## config.mk

```make
export PLATFORM = sky130hd
export DESIGN_NAME = fan_curve_hysteresis_lookup
export DESIGN_NICKNAME = d
export VERILOG_FILES = /design/src/rtl/core/fchl_pkg.sv /design/src/rtl/core/fchl_cfg_regs.sv /design/src/rtl/core/fchl_select.sv /design/src/rtl/core/fan_curve_hysteresis_lookup.sv
export VERILOG_INCLUDE_DIRS = /design/src /design/src/rtl/core
export SDC_FILE = /design/constraint.sdc
export NUM_CORES = 1
export LEC_CHECK = 0
export ABC_AREA = 1
export BUFFER_PORTS_ARGS = -buffer_cell sky130_fd_sc_hd__buf_2
export CORE_ASPECT_RATIO = 0.5
export CORE_MARGIN = 2
export CORE_UTILIZATION = 35
export CTS_BUF_LIST = sky130_fd_sc_hd__clkbuf_4
export DETAILED_ROUTE_END_ITERATION = 10
export SLEW_MARGIN = 20
export SYNTH_ARGS = -nofsm -noshare
export SYNTH_HDL_FRONTEND = slang
export SYNTH_SLANG_ARGS = --single-unit
```

## constraint.sdc

```tcl
create_clock -name clk -period 3.35 [get_ports clk]
set_input_delay 0.5025 -clock clk [delete_from_list [all_inputs] [get_ports clk]]
set_output_delay 0.5025 -clock clk [all_outputs]
set_load 0.01 [all_outputs]
```

## src/rtl/core/fan_curve_hysteresis_lookup_defines.svh

```systemverilog
// Assertion macros for the fan curve block.
// Depends on nothing; included by the top level only.
`ifndef FAN_CURVE_HYSTERESIS_LOOKUP_DEFINES_SVH
`define FAN_CURVE_HYSTERESIS_LOOKUP_DEFINES_SVH

`ifndef SYNTHESIS
`define FCHL_ASSERT_NOW(label, clk, rst, ante, cons) \
  label: assert property (@(posedge clk) disable iff (rst) (ante) |-> (cons)) \
    else $error("fchl assertion failed");
`define FCHL_ASSERT_NEXT(label, clk, rst, ante, cons) \
  label: assert property (@(posedge clk) disable iff (rst) (ante) |=> (cons)) \
    else $error("fchl assertion failed");
`else
`define FCHL_ASSERT_NOW(label, clk, rst, ante, cons)
`define FCHL_ASSERT_NEXT(label, clk, rst, ante, cons)
`endif

`endif

```

## src/rtl/core/fchl_pkg.sv

```systemverilog
// Shared constants and types for the fan curve block.
// Depends on nothing.
package fchl_pkg;

  localparam int ENTRIES   = 8;
  localparam int REG_COUNT = 8;
  localparam int REG_IDX_W = $clog2(REG_COUNT);
  localparam int PICK_W    = $clog2(ENTRIES);
  localparam int LAST      = ENTRIES - 1;
  localparam int ENTRY_W   = 16;
  localparam int TEMP_W    = 8;
  localparam int DUTY_W    = 7;

  localparam logic [7:0] DUTY_MAX = 8'd100;

  typedef logic [REG_COUNT-1:0][ENTRY_W-1:0] entry_table_t;

  localparam entry_table_t ENTRY_RESET = {
    16'd23140, 16'd22615, 16'd21834, 16'd20541,
    16'd18737, 16'd16164, 16'd11543, 16'd3850
  };

  typedef struct packed {
    logic [DUTY_W-1:0]        duty;
    logic signed [TEMP_W-1:0] ref_next;
  } sel_t;

endpackage

```

## src/rtl/core/fchl_cfg_regs.sv

```systemverilog
// Breakpoint register file, written through the plain config port.
// Depends on fchl_pkg.
module fchl_cfg_regs import fchl_pkg::*; (
  input  logic                 clk,
  input  logic                 rst,
  input  logic                 cfg_we,
  input  logic [REG_IDX_W-1:0] cfg_index,
  input  logic [ENTRY_W-1:0]   cfg_data,
  output entry_table_t         entries
);

  always_ff @(posedge clk) begin
    if (rst) begin
      entries <= ENTRY_RESET;
    end else if (cfg_we) begin
      entries[cfg_index] <= cfg_data;
    end
  end

endmodule

```

## src/rtl/core/fchl_select.sv

```systemverilog
// Breakpoint compare and priority pick with step hysteresis.
// Depends on fchl_pkg.
module fchl_select import fchl_pkg::*; (
  input  entry_table_t             entries,
  input  logic signed [TEMP_W-1:0] temp,
  input  logic signed [TEMP_W-1:0] ref_temp,
  output sel_t                     sel
);

  logic signed [TEMP_W-1:0] bp_t [ENTRIES];
  logic [7:0]               bp_d [ENTRIES];
  logic [PICK_W-1:0]        pick_up;
  logic [PICK_W-1:0]        pick_dn;
  logic [PICK_W-1:0]        pick;
  logic [7:0]               raw_duty;
  logic                     below_first;
  logic                     at_last;

  always_comb begin
    for (int k = 0; k < ENTRIES; k++) begin
      bp_t[k] = signed'(entries[k][15:8]);
      bp_d[k] = entries[k][7:0];
    end
  end

  always_comb begin
    pick_up = '0;
    for (int k = 0; k < ENTRIES; k++) begin
      if (temp >= bp_t[k]) pick_up = PICK_W'(k);
    end
    pick_dn = PICK_W'(LAST);
    for (int k = LAST; k >= 0; k--) begin
      if (temp <= bp_t[k]) pick_dn = PICK_W'(k);
    end
  end

  assign below_first = temp < bp_t[0];
  assign at_last     = temp >= bp_t[LAST];

  always_comb begin
    pick = (temp > ref_temp) ? pick_up : pick_dn;
    if (below_first) begin
      pick = '0;
    end else if (at_last) begin
      pick = PICK_W'(LAST);
    end
    raw_duty = bp_d[pick];
    sel.duty = (raw_duty > DUTY_MAX) ? DUTY_MAX[DUTY_W-1:0] : raw_duty[DUTY_W-1:0];
    sel.ref_next = (below_first || at_last) ? temp : bp_t[pick];
  end

endmodule

```

## src/rtl/core/fan_curve_hysteresis_lookup.sv

```systemverilog
// Top level of the fan curve block: input register, pick, result register.
// Depends on fchl_pkg, fchl_cfg_regs, fchl_select and the defines header.
//
//   port group  dir  beat
//   s_axis      in   tdata[7:0] = temp_c
//   m_axis      out  tdata[6:0] = duty_pct, tdata[7] = 0
//   cfg         in   cfg_we / cfg_index / cfg_data (one register per write)
//
// One beat per cycle sustained while m_axis accepts; a beat passes the input register, then the result register.
// The kept reference updates as a beat moves from input to result register.
// A stall on m_axis holds both stages; the input stage still takes a beat
// while the result register waits, if the input register is empty.
// Reset (sync, active high) empties both stages and restores breakpoints.
`include "fan_curve_hysteresis_lookup_defines.svh"

module fan_curve_hysteresis_lookup import fchl_pkg::*; (
  input  logic                 clk,
  input  logic                 rst,
  input  logic                 s_axis_tvalid,
  output logic                 s_axis_tready,
  input  logic [7:0]           s_axis_tdata,   // [7:0] temp_c
  output logic                 m_axis_tvalid,
  input  logic                 m_axis_tready,
  output logic [7:0]           m_axis_tdata,   // [6:0] duty_pct, [7] zero
  input  logic                 cfg_we,
  input  logic [REG_IDX_W-1:0] cfg_index,
  input  logic [ENTRY_W-1:0]   cfg_data
);

  entry_table_t             entries;
  logic                     in_valid;
  logic signed [TEMP_W-1:0] in_temp;
  logic signed [TEMP_W-1:0] reference_temp;
  logic [DUTY_W-1:0]        out_duty;
  logic                     advance;
  logic                     move;
  sel_t                     sel;

  fchl_cfg_regs u_regs (
    .clk       (clk),
    .rst       (rst),
    .cfg_we    (cfg_we),
    .cfg_index (cfg_index),
    .cfg_data  (cfg_data),
    .entries   (entries)
  );

  fchl_select u_sel (
    .entries  (entries),
    .temp     (in_temp),
    .ref_temp (reference_temp),
    .sel      (sel)
  );

  assign advance       = !m_axis_tvalid || m_axis_tready;
  assign move          = in_valid && advance;
  assign s_axis_tready = !in_valid || advance;

  always_ff @(posedge clk) begin
    if (rst) begin
      in_valid <= 1'b0;
    end else if (s_axis_tready) begin
      in_valid <= s_axis_tvalid;
    end
  end

  always_ff @(posedge clk) begin
    if (s_axis_tready && s_axis_tvalid) begin
      in_temp <= signed'(s_axis_tdata);
    end
  end

  always_ff @(posedge clk) begin
    if (rst) begin
      m_axis_tvalid  <= 1'b0;
      reference_temp <= '0;
    end else begin
      if (advance) m_axis_tvalid <= in_valid;
      if (move) reference_temp <= sel.ref_next;
    end
  end

  always_ff @(posedge clk) begin
    if (move) begin
      out_duty <= sel.duty;
    end
  end

  assign m_axis_tdata = {1'b0, out_duty};

  `FCHL_ASSERT_NOW(a_duty_range, clk, rst, m_axis_tvalid, m_axis_tdata <= DUTY_MAX)
  `FCHL_ASSERT_NEXT(a_move_gives_result, clk, rst, move, m_axis_tvalid)
  `FCHL_ASSERT_NEXT(a_ref_hold, clk, rst, !move, $stable(reference_temp))
  `FCHL_ASSERT_NOW(a_stall_full, clk, rst, !s_axis_tready, in_valid && m_axis_tvalid)

endmodule
```

==> flow_summary_export.csv <==
group,metric,value,unit
outcome,run_status,"completed",
sta,final.setup.tns,0,ns
floorplan,design.core.area,24200,µm²
sta,max_slew.worst_pin.slew,0.867,ns
synth,synth.yosys.seq_area_share,37.0,%
clock_tree,clock_latency,0.60,ns
route,routed_via_count,8456,
route,wl,28000,µm
critical_path,worstPathRequired,3.73,ns
placed_design,pre_cts_ws,-0.0747,ns
sta,timing.final.crit_share,99.6,%
grt,grt_max_degree,72,
synth,postSynthNetCount,1305,
floorplan,floorplan.initialDensity,35.9,%
clock_tree,htree_num_levels,4,
placed_design,globalplace.congestion,0.907,
sta,fmax,0.300,GHz
sta,final_critical_path_time_including_i_o_delays_and_setup,3.34,ns
finish,post-route-util,43.0,%
synth,synth.yosys.warnings,0,
clock_tree,hold_buffers,0,
worst_hold_path,worstHoldPathType,"input port to flop",
floorplan,die_h,115,µm
placed_design,detailed_place_hpwl,19000,µm
floorplan,row_count,40,
route,detail_route.first_pass.iterations,5,
placed_design,detailed_place.area,9540,µm²
route,avgRoutedWirePerCell,17.2,µm
sta,fin_ws,0.0138,ns
synth,postSynth.asyncResetShare,0,%
synth,synth_flop_cell,"dfxtp_1",
grt,grt_first_pass_wirelength,41800,µm
synth,syn-cell-area,8690,µm²
critical_path,criticalPathCategory,"flop to flop",
synth,synth.avg_cell_area,7.23,µm²
finish,post_route_cells_drive_above_1_share,17.8,%
floorplan,num_io_pins,42,
clock_tree,clk_pin_slew,0.14,ns
route,detail-route-antenna-nets,0,
sta,grt_setup_unrepaired,"true",
synth,synthMostInstantiatedCell,"nand2_1",
finish,filler_cell_count,2454,
grt,number_of_global_route_vias_before_repair,7535,
pwr,vdd_drop_max,0.199,mV
synth,synth_edf_count,15,
finish,layout-area-overhead-vs-synth,19.8,%
critical_path,arrival_time_at_the_worst_endpoint,3.71,ns
sta,report.final.setup_viol,0,
clock_tree,cts_sinks,153,
pwr,power-per-cell-area,465,nW/µm²
sta,fin_skew,0.0162,ns
sta,hold_violations,0,
critical_path,critical_path.endpoint_type,"flop",
synth,yosysTopAreaCell,"dfxtp_1",
finish,multi_input_area,4910,µm²
grt,grtUsageTotal,21.3,%
pwr,power.static_leakage,0.00473,µW
route,detail_route.drc_violations,0,
critical_path,path_max_fanout,7,
synth,synthTopCellsByArea,"dfxtp_1, ha_1, nand2_1",
clock_tree,cts-root-buf,"clkbuf_4",
sta,slew_viol_final,0,
synth,synthDistinctLibCells,39,
grt,grt_antenna_before_repair,2,
finish,fin_area,10400,µm²
finish,finish.net_count,1380,
clock_tree,ctsLongestPathBuffers,2,
grt,residual_overflow_from_global_routing,0,
clock_tree,cts_buffers,17,
synth,synthTopCellsByCount,"nand2_1, inv_1, dfxtp_1, a21oi_1, nand3_1",
flow_run,max_cap_viols,0,
placed_design,io_buffer_count,40,
floorplan,design.die.area,26200,µm²
finish,area.sequential,3210,µm²
route,detail_route.vias_per_cell,5.20,
route,initialDrtViolationCount,674,
floorplan,floorplan.die.width,227,µm
clock_tree,cts_tree,"yes",
synth,synth-seq-cells,153,
synth,synth_cells,1201,
synth,yosys.area.top_type_share,31.8,%
critical_path,worstSetupStartpointType,"flop",
sta,max_slew_margin,42.1,%
## through the flow
step | total power [µW] | cells | hold WS, ns
finish | 4840 | 1627 | 0.0674
global route | 5110 | 1626 | 0.0148
CTS | 4640 | 1612 | 0.0211
detailed placement | 3480 | 1579 | 0.437
global placement | 3460 | 1579 | 0.434
floorplan | 2970 | 1201 | 0.420
## power breakdown
part           internal, µW  switching [µW]  total, µW
Clock                   369             752       1120
Combinational           686            1050       1740
Sequential             1950            33.0       1980
Total                  3000            1840       4840
## area by class of cell
cell class	instances	share of cell area [%]
antenna	2	0.0481
clock buffer	17	1.23
clock inverter	15	1.19
inverter	178	6.55
multi-input combinational	813	47.2
sequential	153	30.9
tap	336	4.04
timing repair buffer	113	8.85
## metal layers
metal,track usage [%],share of wire (%),up-vias
met5,0,0,-
met4,7.02,2.2,0
met3,4.27,7.2,40
met2,34.4,45,292
met1,28.7,46,3953
li1,-,-,4171
## kinds of logic after synthesis
kind of cell	synth area share, %
flops	37.0
compound gates	20.3
other cells	0.0432
buf+inv	10.8
fa+ha+maj	10.4
simple gates	21.4
## critical path, stage by stage (launching register included)
cell and delay, ns:
edfxtp_1 0.44, buf_6 0.18, ha_1 0.30, inv_1 0.06, nor2_1 0.03, o21ai_1 0.12
nand2_1 0.07, nand2_1 0.07, nand3_1 0.12, and2_4 0.21, nor2_2 0.14, a21oi_1 0.11
a211o_1 0.33, nand2_4 0.15, buf_12 0.14, nand3_1 0.07, nand2_1 0.13, nand2_1 0.06
nor2_1 0.13, nand2_2 0.10, nand2_2 0.08, nand2_1 0.06
## state kept, by name (all words and copies together) (netlist names)
signal / count
in_valid: 1
m_axis_tvalid: 1
in_temp: 8
u_regs.entries: 128
reference_temp: 8
out_duty: 7
## cell usage in the layout, fill, tap and decap left out, types with 7 or more instances in the layout
cell type | Yosys | final
a21oi_1 | 137 | 131
a21oi_2 | 1 | 7
buf_2 | 10 | 40
buf_4 | 5 | 53
buf_6 | 3 | 8
clkbuf_4 | 0 | 17
dfxtp_1 | 138 | 138
edfxtp_1 | 15 | 15
ha_1 | 72 | 59
ha_4 | 0 | 13
inv_1 | 172 | 170
nand2_1 | 216 | 196
nand2_2 | 3 | 22
nand3_1 | 121 | 112
nand3_2 | 0 | 9
nand3b_1 | 7 | 7
nand4_1 | 7 | 7
nor2_1 | 63 | 48
nor2_2 | 1 | 14
o211ai_1 | 40 | 40
o21ai_0 | 105 | 98
o21ai_1 | 2 | 8
o221ai_1 | 16 | 16
## final timing paths
| check | from | to | slack [ns] | depth (start not counted) |
|---|---|---|---|---|
| setup / recovery | in_temp[1] | out_duty[2] | 0.01 | 21 |
| hold / removal | s_axis_tdata[0] | in_temp[0] | 0.07 | 1 |
| setup reg to reg | in_temp[1] | out_duty[2] | 0.01 | 21 |
| hold reg to reg | u_regs.entries[84] | u_regs.entries[84] | 0.47 | 2 |
## repair_timing
| item | 4_1_cts | 5_1_grt |
|---|---|---|
| setup buffers | 0 | 10 |
| gates cloned | 1 | 3 |
| gates resized for setup | 13 | 96 |
| pin swaps | 1 | 23 |
| setup endpoints to repair | 5 | 15 |
| hold endpoints to repair | 0 | 0 |
(Power assumes the default switching activity.)
